$ cat src/rtl/assert_macros.svh
// shared assertion macros, clocked on clk_i and disabled while rst_ni is low
`ifndef ASSERT_MACROS_SVH
`define ASSERT_MACROS_SVH

`ifndef NO_ASSERTIONS
// property must hold at every rising edge out of reset
`define ASSERT_CHK(lbl, prop, msg) \
  lbl: assert property (@(posedge clk_i) disable iff (!rst_ni) prop) else $error(msg);
// expression must never be true at a rising edge out of reset
`define ASSERT_NEVER(lbl, expr, msg) \
  lbl: assert property (@(posedge clk_i) disable iff (!rst_ni) !(expr)) else $error(msg);
`else
`define ASSERT_CHK(lbl, prop, msg)
`define ASSERT_NEVER(lbl, expr, msg)
`endif

`endif

$ cat src/rtl/cdu_pkg.sv
// ----------------------------------------------------------------------------
// cdu_pkg
// types, constants and helpers shared by the constant divisor unit
// ----------------------------------------------------------------------------
package cdu_pkg;

  // port widths and default word size
  localparam int DATA_BITS     = 32;
  localparam int WORD_BITS_DEF = 32;
  localparam int MAGIC_BITS    = DATA_BITS + 1;
  localparam int SHIFT_BITS    = 6;

  // register indexes of the configuration port
  localparam logic CFG_DIVISOR = 1'b0;
  localparam logic CFG_SIGNED  = 1'b1;

  // opcode values
  localparam logic OP_QUOT = 1'b0;
  localparam logic OP_REM  = 1'b1;

  // kind of divisor, picks the datapath flavor
  typedef enum logic [1:0] {
    DCASE_MAGIC = 2'd0,
    DCASE_UNITY = 2'd1,
    DCASE_POW2  = 2'd2,
    DCASE_ZERO  = 2'd3
  } dcase_e;

  // sequencer states of the magic-number derivation
  typedef enum logic [2:0] {
    ST_IDLE,
    ST_START,
    ST_UPRE,
    ST_ULOOP,
    ST_SPRE2,
    ST_SANC,
    ST_SPRE1,
    ST_SLOOP
  } derive_state_e;

  // derived divisor settings handed to the datapath
  typedef struct packed {
    logic [DATA_BITS-1:0]  divisor;
    logic                  smode;
    logic [MAGIC_BITS-1:0] magic;
    logic [SHIFT_BITS-1:0] shift;
    logic                  add;
    dcase_e                dcase;
  } cdu_cfg_t;

  // bit position of a power of two
  function automatic logic [SHIFT_BITS-1:0] log2_pow2(input logic [DATA_BITS-1:0] v);
    logic [SHIFT_BITS-1:0] k;
    k = '0;
    for (int i = 0; i < DATA_BITS; i++) begin
      if (v[i]) begin
        k = SHIFT_BITS'(i);
      end
    end
    return k;
  endfunction

endpackage

$ cat src/rtl/cdu_derive.sv
// ----------------------------------------------------------------------------
// cdu_derive
// configuration registers and bit-serial derivation of magic, shift, add flag
// ----------------------------------------------------------------------------
`include "assert_macros.svh"

module cdu_derive #(
  parameter int WORD_BITS = cdu_pkg::WORD_BITS_DEF
) (
  input  logic                       clk_i,
  input  logic                       rst_ni,
  input  logic                       cfg_we_i,
  input  logic                       cfg_index_i,
  input  logic [cdu_pkg::DATA_BITS-1:0] cfg_wdata_i,
  output cdu_pkg::cdu_cfg_t          cfg_o,
  output logic                       busy_o
);
  import cdu_pkg::*;

  localparam int W  = WORD_BITS;
  localparam int PW = $clog2(2 * W + 1);

  logic [DATA_BITS-1:0] div_q, div_d;
  logic                 smode_q, smode_d;
  logic [W:0]           magic_q, magic_d;
  logic [SHIFT_BITS-1:0] shift_q, shift_d;
  logic                 add_q, add_d;
  dcase_e               dcase_q, dcase_d;
  derive_state_e        state_q, state_d;
  logic [PW-1:0]        p_q, p_d;
  logic [W:0]           qa_q, qa_d, ra_q, ra_d, p2_q, p2_d;
  logic [W-1:0]         qb_q, qb_d, rb_q, rb_d, anc_q, anc_d;

  logic [W-1:0] dw, ad;
  logic         dneg;

  assign dw   = div_q[W-1:0];
  assign dneg = dw[W-1];
  assign ad   = dneg ? W'(~dw + W'(1)) : dw;

  // state registers
  always_ff @(posedge clk_i or negedge rst_ni) begin
    if (!rst_ni) begin
      div_q   <= DATA_BITS'(1);
      smode_q <= 1'b0;
      magic_q <= (W+1)'(1) << W;
      shift_q <= '0;
      add_q   <= 1'b0;
      dcase_q <= DCASE_UNITY;
      state_q <= ST_IDLE;
    end else begin
      div_q   <= div_d;
      smode_q <= smode_d;
      magic_q <= magic_d;
      shift_q <= shift_d;
      add_q   <= add_d;
      dcase_q <= dcase_d;
      state_q <= state_d;
    end
  end

  // working registers of the sequencer
  always_ff @(posedge clk_i) begin
    p_q   <= p_d;
    qa_q  <= qa_d;
    ra_q  <= ra_d;
    p2_q  <= p2_d;
    qb_q  <= qb_d;
    rb_q  <= rb_d;
    anc_q <= anc_d;
  end

  // next state: one long-division step per cycle
  always_comb begin
    logic [W:0]   u_r2, u_r_n, u_q_n, a_r2, a_r_n, a_q_n, p2_n, m_u;
    logic         u_take, a_take, b_take, cont;
    logic [W-1:0] b_r2, b_r_n, b_q_n, delta_u, delta_s, sum, tmod, tval, m_s0, m_s;
    logic [PW-1:0] p_n;

    state_d = state_q;
    div_d   = div_q;
    smode_d = smode_q;
    magic_d = magic_q;
    shift_d = shift_q;
    add_d   = add_q;
    dcase_d = dcase_q;
    p_d     = p_q;
    qa_d    = qa_q;
    ra_d    = ra_q;
    p2_d    = p2_q;
    qb_d    = qb_q;
    rb_d    = rb_q;
    anc_d   = anc_q;

    // unsigned step on 2^p-1 over d
    u_r2   = {ra_q[W-1:0], 1'b1};
    u_take = (u_r2 >= {1'b0, dw});
    u_r_n  = u_take ? u_r2 - {1'b0, dw} : u_r2;
    u_q_n  = {qa_q[W-1:0], u_take};
    // signed step on 2^p over |d|
    a_r2   = {ra_q[W-1:0], 1'b0};
    a_take = (a_r2 >= {1'b0, ad});
    a_r_n  = a_take ? a_r2 - {1'b0, ad} : a_r2;
    a_q_n  = {qa_q[W-1:0], a_take};
    // signed step on 2^p over anc
    b_r2   = {rb_q[W-2:0], 1'b0};
    b_take = (b_r2 >= anc_q);
    b_r_n  = b_take ? b_r2 - anc_q : b_r2;
    b_q_n  = {qb_q[W-2:0], b_take};

    p_n     = p_q + PW'(1);
    p2_n    = (p_n == PW'(W)) ? (W+1)'(1) : {p2_q[W-1:0], 1'b0};
    delta_u = dw - W'(1) - u_r_n[W-1:0];
    delta_s = ad - a_r_n[W-1:0];
    m_u     = u_q_n + (W+1)'(1);
    m_s0    = a_q_n[W-1:0] + W'(1);
    m_s     = dneg ? W'(~m_s0 + W'(1)) : m_s0;
    sum     = ra_q[W-1:0] + W'(dneg);
    tmod    = (sum >= ad) ? sum - ad : sum;
    tval    = (W'(1) << (W - 1)) + W'(dneg);
    cont    = 1'b0;

    case (state_q)
      ST_IDLE: begin
      end
      ST_START: begin
        magic_d = (W+1)'(1) << W;
        shift_d = '0;
        add_d   = 1'b0;
        state_d = ST_IDLE;
        if (dw == '0) begin
          dcase_d = DCASE_ZERO;
        end else if (!smode_q) begin
          if (dw == W'(1)) begin
            dcase_d = DCASE_UNITY;
          end else if ((dw & (dw - W'(1))) == '0) begin
            dcase_d = DCASE_POW2;
            shift_d = log2_pow2(DATA_BITS'(dw));
          end else begin
            dcase_d = DCASE_MAGIC;
            qa_d    = '0;
            ra_d    = '0;
            p_d     = '0;
            state_d = ST_UPRE;
          end
        end else begin
          if (dw == W'(1) || dw == '1) begin
            dcase_d = DCASE_UNITY;
          end else if ((ad & (ad - W'(1))) == '0) begin
            dcase_d = DCASE_POW2;
            shift_d = log2_pow2(DATA_BITS'(ad));
          end else begin
            dcase_d = DCASE_MAGIC;
            qa_d    = '0;
            ra_d    = (W+1)'(1);
            p_d     = '0;
            state_d = ST_SPRE2;
          end
        end
      end
      ST_UPRE: begin
        qa_d = u_q_n;
        ra_d = u_r_n;
        p_d  = p_n;
        if (p_n == PW'(W - 1)) begin
          state_d = ST_ULOOP;
        end
      end
      ST_ULOOP: begin
        qa_d = u_q_n;
        ra_d = u_r_n;
        p_d  = p_n;
        p2_d = p2_n;
        cont = (p_n < PW'(2 * W)) && (p2_n < {1'b0, delta_u});
        if (!cont) begin
          magic_d = m_u;
          add_d   = m_u[W];
          shift_d = SHIFT_BITS'(p_n - PW'(W));
          state_d = ST_IDLE;
        end
      end
      ST_SPRE2: begin
        qa_d = a_q_n;
        ra_d = a_r_n;
        p_d  = p_n;
        if (p_n == PW'(W - 1)) begin
          state_d = ST_SANC;
        end
      end
      ST_SANC: begin
        anc_d   = tval - W'(1) - tmod;
        qb_d    = '0;
        rb_d    = W'(1);
        p_d     = '0;
        state_d = ST_SPRE1;
      end
      ST_SPRE1: begin
        qb_d = b_q_n;
        rb_d = b_r_n;
        p_d  = p_n;
        if (p_n == PW'(W - 1)) begin
          state_d = ST_SLOOP;
        end
      end
      ST_SLOOP: begin
        qa_d = {1'b0, a_q_n[W-1:0]};
        ra_d = {1'b0, a_r_n[W-1:0]};
        qb_d = b_q_n;
        rb_d = b_r_n;
        p_d  = p_n;
        cont = (p_n < PW'(2 * W)) &&
               ((b_q_n < delta_s) || (b_q_n == delta_s && b_r_n == '0));
        if (!cont) begin
          magic_d = {1'b0, m_s};
          add_d   = dneg ^ m_s[W-1];
          shift_d = SHIFT_BITS'(p_n - PW'(W));
          state_d = ST_IDLE;
        end
      end
      default: begin
        state_d = ST_IDLE;
      end
    endcase

    // a register write restarts the derivation
    if (cfg_we_i) begin
      case (cfg_index_i)
        CFG_DIVISOR: begin
          div_d   = cfg_wdata_i;
          state_d = ST_START;
        end
        CFG_SIGNED: begin
          smode_d = cfg_wdata_i[0];
          state_d = ST_START;
        end
        default: begin
        end
      endcase
    end
  end

  // outputs
  assign busy_o        = (state_q != ST_IDLE) || cfg_we_i;
  assign cfg_o.divisor = div_q;
  assign cfg_o.smode   = smode_q;
  assign cfg_o.magic   = MAGIC_BITS'(magic_q);
  assign cfg_o.shift   = shift_q;
  assign cfg_o.add     = add_q;
  assign cfg_o.dcase   = dcase_q;

  // checks
  `ASSERT_CHK(a_write_busy, cfg_we_i |=> (state_q != ST_IDLE), "write did not start derivation")
  `ASSERT_CHK(a_shift_range, (state_q == ST_IDLE && dcase_q == DCASE_MAGIC) |-> (shift_q <= SHIFT_BITS'(W)), "post shift out of range")
  `ASSERT_CHK(a_zero_case, (state_q == ST_IDLE && dcase_q == DCASE_ZERO) |-> (dw == '0), "zero case with nonzero divisor")

endmodule

$ cat config.mk
export PLATFORM = sky130hd
export DESIGN_NAME = cdu_derive
export DESIGN_NICKNAME = d
export VERILOG_FILES = /design/src/rtl/cdu_pkg.sv /design/src/rtl/cdu_derive.sv
export VERILOG_INCLUDE_DIRS = /design/src /design/src/rtl
export SDC_FILE = /design/constraint.sdc
export NUM_CORES = 1
export LEC_CHECK = 0
export ABC_AREA = 1
export BUFFER_PORTS_ARGS = -buffer_cell sky130_fd_sc_hd__buf_2
export CELL_PAD_IN_SITES_DETAIL_PLACEMENT = 0
export CELL_PAD_IN_SITES_GLOBAL_PLACEMENT = 1
export CORE_ASPECT_RATIO = 1.2
export CORE_MARGIN = 10
export CORE_UTILIZATION = 47
export CTS_CLUSTER_SIZE = 12
export DETAILED_ROUTE_END_ITERATION = 12
export MAX_ROUTING_LAYER = met4
export PLACE_DENSITY = 0.89
export SYNTH_ARGS = -nofsm -noshare
export SYNTH_HDL_FRONTEND = slang
export SYNTH_SLANG_ARGS = --single-unit
$ cat constraint.sdc
create_clock -name clk_i -period 10.89 [get_ports clk_i]
set_input_delay 1.089 -clock clk_i [delete_from_list [all_inputs] [get_ports clk_i]]
set_output_delay 1.089 -clock clk_i [all_outputs]
set_load 0.05 [all_outputs]
==> qor.txt <==
antenna viol nets, final - 0
share of the synthesized area in the top cell type - 20.2%
final WL - 101 mm
met1 GRT Util - 33.4%
yosys warns - 0
crit path max fanout - 48
clock sinks - 275
most used cell, CP - nand2_1
vias per inst - 5.53
starting density of the core - 47.4%
global router's overall resource usage - 28.1%
maximum clock frequency - 0.101 GHz
hold crit path type - input pin to asynchronous set/reset pin
post-synthesis cell count - 4278
Crit path max-delay family - simple AND/OR/NAND/NOR gates
GR Util met2 - 47.3%
Max Cap Viol - 0
gr busiest metal - met2
fin worst setup slack - 0.996 ns
initial antenna violation count - 0
clock-pin slew on the worst setup and hold paths - 0.07 ns
Die X - 248 um
final hold vios - 0
Core Region - 61900 um^2
CP startpoint kind - flop
via count - 28900
design area - 32000 um^2
# setup viols final - 0
cts bufs inserted - 35
io pins - 112
Clock Latency Late Sink - 0.58 ns
post-layout util - 51.7%
critical path's slowest cell - dfrtp_1
pre-CTS WS - 0.727 ns
Worst Clk Skew - 0.0336 ns
Detail Placement HPWL - 83.1 mm
asr flop ratio synth - 28.4%
crit path DAT - 10.34 ns
CTS tree - yes
first-pass iteration count of the detailed router - 6
outcome - completed
Synth Flop Type - edfxtp_1
Area Growth Syn to Fin - 9.21%
site row count - 100
WL/cell - 19.3 um
grt met3 use - 2.59%
synth top area cells - edfxtp_1, nand2_1, ha_1, inv_1, nor2_1
die height - 294 um
Residual DRC - 0
RSZ-0062 raised after global routing - no
Syn Nets - 4605
Synth Cell Area - 29300 um^2
Setup crit end kind - flop
share of layout cells above drive strength 1 - 7.28%
sequential fraction of the synthesis area - 26.8%
CP bufs+invs - 7
Slew headroom - 17.6%
Root Buffer - clkbuf_16
Port Buffers - 111
DP Area - 30800 um^2
Worst Setup Path Type - flop to flop
Avg Cell Area, Syn - 6.86 um^2
H-tree levels - 2
Req. time, crit path - 11.34 ns
pins over their slew limit - 0
vias in the first global route - 28200
number of synthesized register bits - 275
clock buffer depth - 3
placer congestion estimate - 1.03
Congestion Overflow GR - 0
Slew @ Worst Pin - 1.22 ns
die area - 72800 um^2
setup_tns - 0 ns
first-pass GRT wire length - 156 mm
Yosys cell types - 75
final net count - 4709
CP max stage delay - 0.45 ns
top cell type by total area after synthesis - edfxtp_1
Final Critical Period - 9.89 ns
Antenna Cells - 0
period utilization - 90.9%
Post-synth EDFFs - 197
largest net degree at the start of global routing - 65
DRT iter0 DRCs - 2076
-- worst paths after layout --
path	from	to	slack, ns	cells after the start
max	div_q[1]	magic_q[22]	1.0	56
min	rst_ni	div_q[4]	0.40	1
max reg2reg	div_q[1]	magic_q[22]	1.0	56
min reg2reg	magic_q[32]	magic_q[32]	0.47	2
max in group asynchronous	rst_ni	shift_q[3]	9.31	2
min in group clk_i	magic_q[32]	magic_q[32]	0.47	2
-- final cells by class --
class                      instances  area (um^2)
clock buffer                      45          955
clock inverter                    18          191
fill                            6437        29900
inverter                         567         2130
multi-input combinational       3352        19000
sequential                       275         7870
tap                              816         1020
timing repair buffer             151          862
-- flip-flops by register name, indices dropped and copies added (netlist names) --
signal,cells
magic_q,33
anc_q,32
div_q,32
p2_q,32
qa_q,32
ra_q,32
qb_q,31
rb_q,31
p_q,7
shift_q,6
state_q,3
dcase_q,2
add_q,1
smode_q,1
-- synthesized netlist by cell type, drive strengths merged, types with 2 or more instances --
library cell / n
buf: 28
nand2: 1082
and2: 6
fa: 6
a21o: 11
o211ai: 8
o31ai: 13
nor3: 74
xnor2: 96
dfrtp: 75
clkinv: 3
o2111a: 2
or2: 8
o21bai: 18
o2111ai: 5
a211oi: 10
a22oi: 2
nor3b: 2
o21a: 17
nand4: 80
inv: 564
ha: 285
o21ai: 290
clkbuf: 56
edfxtp: 197
a31oi: 25
nor4: 28
a21oi: 304
nor2: 540
mux2i: 3
dfstp: 3
xor2: 152
a221oi: 4
a21boi: 23
nand3b: 22
a31o: 3
o22ai: 43
nand3: 176
-- cells by family after synthesis --
kind of cell               after synthesis  share of synthesized area, %
muxes                                    3                         0.102
AOI/OAI and AO/OA                      789                          15.3
DFF                                    275                          26.8
other                                    1                        0.0128
and+or+nand+nor                       2020                          29.0
xor gates and xnor gates               248                          7.46
buffers and inverters                  651                          8.69
adders and majority gates              291                          12.6
-- stage by stage --
| step | hold WS, ns | instances |
|---|---|---|
| floorplan | 0.549 | 4278 |
| global placement | 0.461 | 5161 |
| detailed placement | 0.461 | 5161 |
| CTS | 0.395 | 5224 |
| global route | 0.415 | 5224 |
| finish | 0.404 | 5224 |
-- routing by layer --
| layer | wire (um) | share of wire (%) |
|---|---|---|
| met2 | 48800 | 49 |
| met1 | 42300 | 42 |
| met3 | 4580 | 4.5 |
| met5 | 0 | 0 |
| met4 | 4990 | 5.0 |
-- layout by cell type, fill, tap and decap left out, types with 8 or more instances in the layout --
master / synthesis / routed
nand2_1: 1064 / 1063
inv_1: 552 / 552
nor2_1: 522 / 518
a21oi_1: 303 / 303
ha_1: 285 / 285
o21ai_0: 247 / 246
edfxtp_1: 197 / 197
nand3_1: 167 / 165
xor2_1: 150 / 144
buf_2: 11 / 110
xnor2_1: 96 / 96
nand4_1: 78 / 78
dfrtp_1: 75 / 74
nor3_1: 73 / 72
o22ai_1: 42 / 42
buf_4: 6 / 40
clkbuf_16: 0 / 36
nor4_1: 27 / 27
a31oi_1: 25 / 24
o21ai_1: 22 / 23
nand3b_1: 22 / 22
o21ai_2: 20 / 20
o21bai_1: 17 / 17
o21a_1: 17 / 17
nand2_2: 15 / 16
nor2_2: 13 / 15
o31ai_1: 13 / 13
inv_2: 12 / 12
a21boi_0: 12 / 12
nand3_2: 9 / 11
a21o_1: 11 / 11
a21boi_1: 11 / 11
a211oi_1: 10 / 10
xor2_2: 2 / 8
o211ai_1: 8 / 8
-- what timing repair did --
| action | 4_1_cts | 5_1_grt |
|---|---|---|
| setup endpoints to repair | 0 | 40 |
| buffers inserted | 0 | 0 |
| resized for setup | 0 | 9 |
| hold buffers | 0 | 0 |
Power is left out: the tool's default activity adds up to more than one toggle a clock period on the data nets, which glitch-free logic cannot reach.
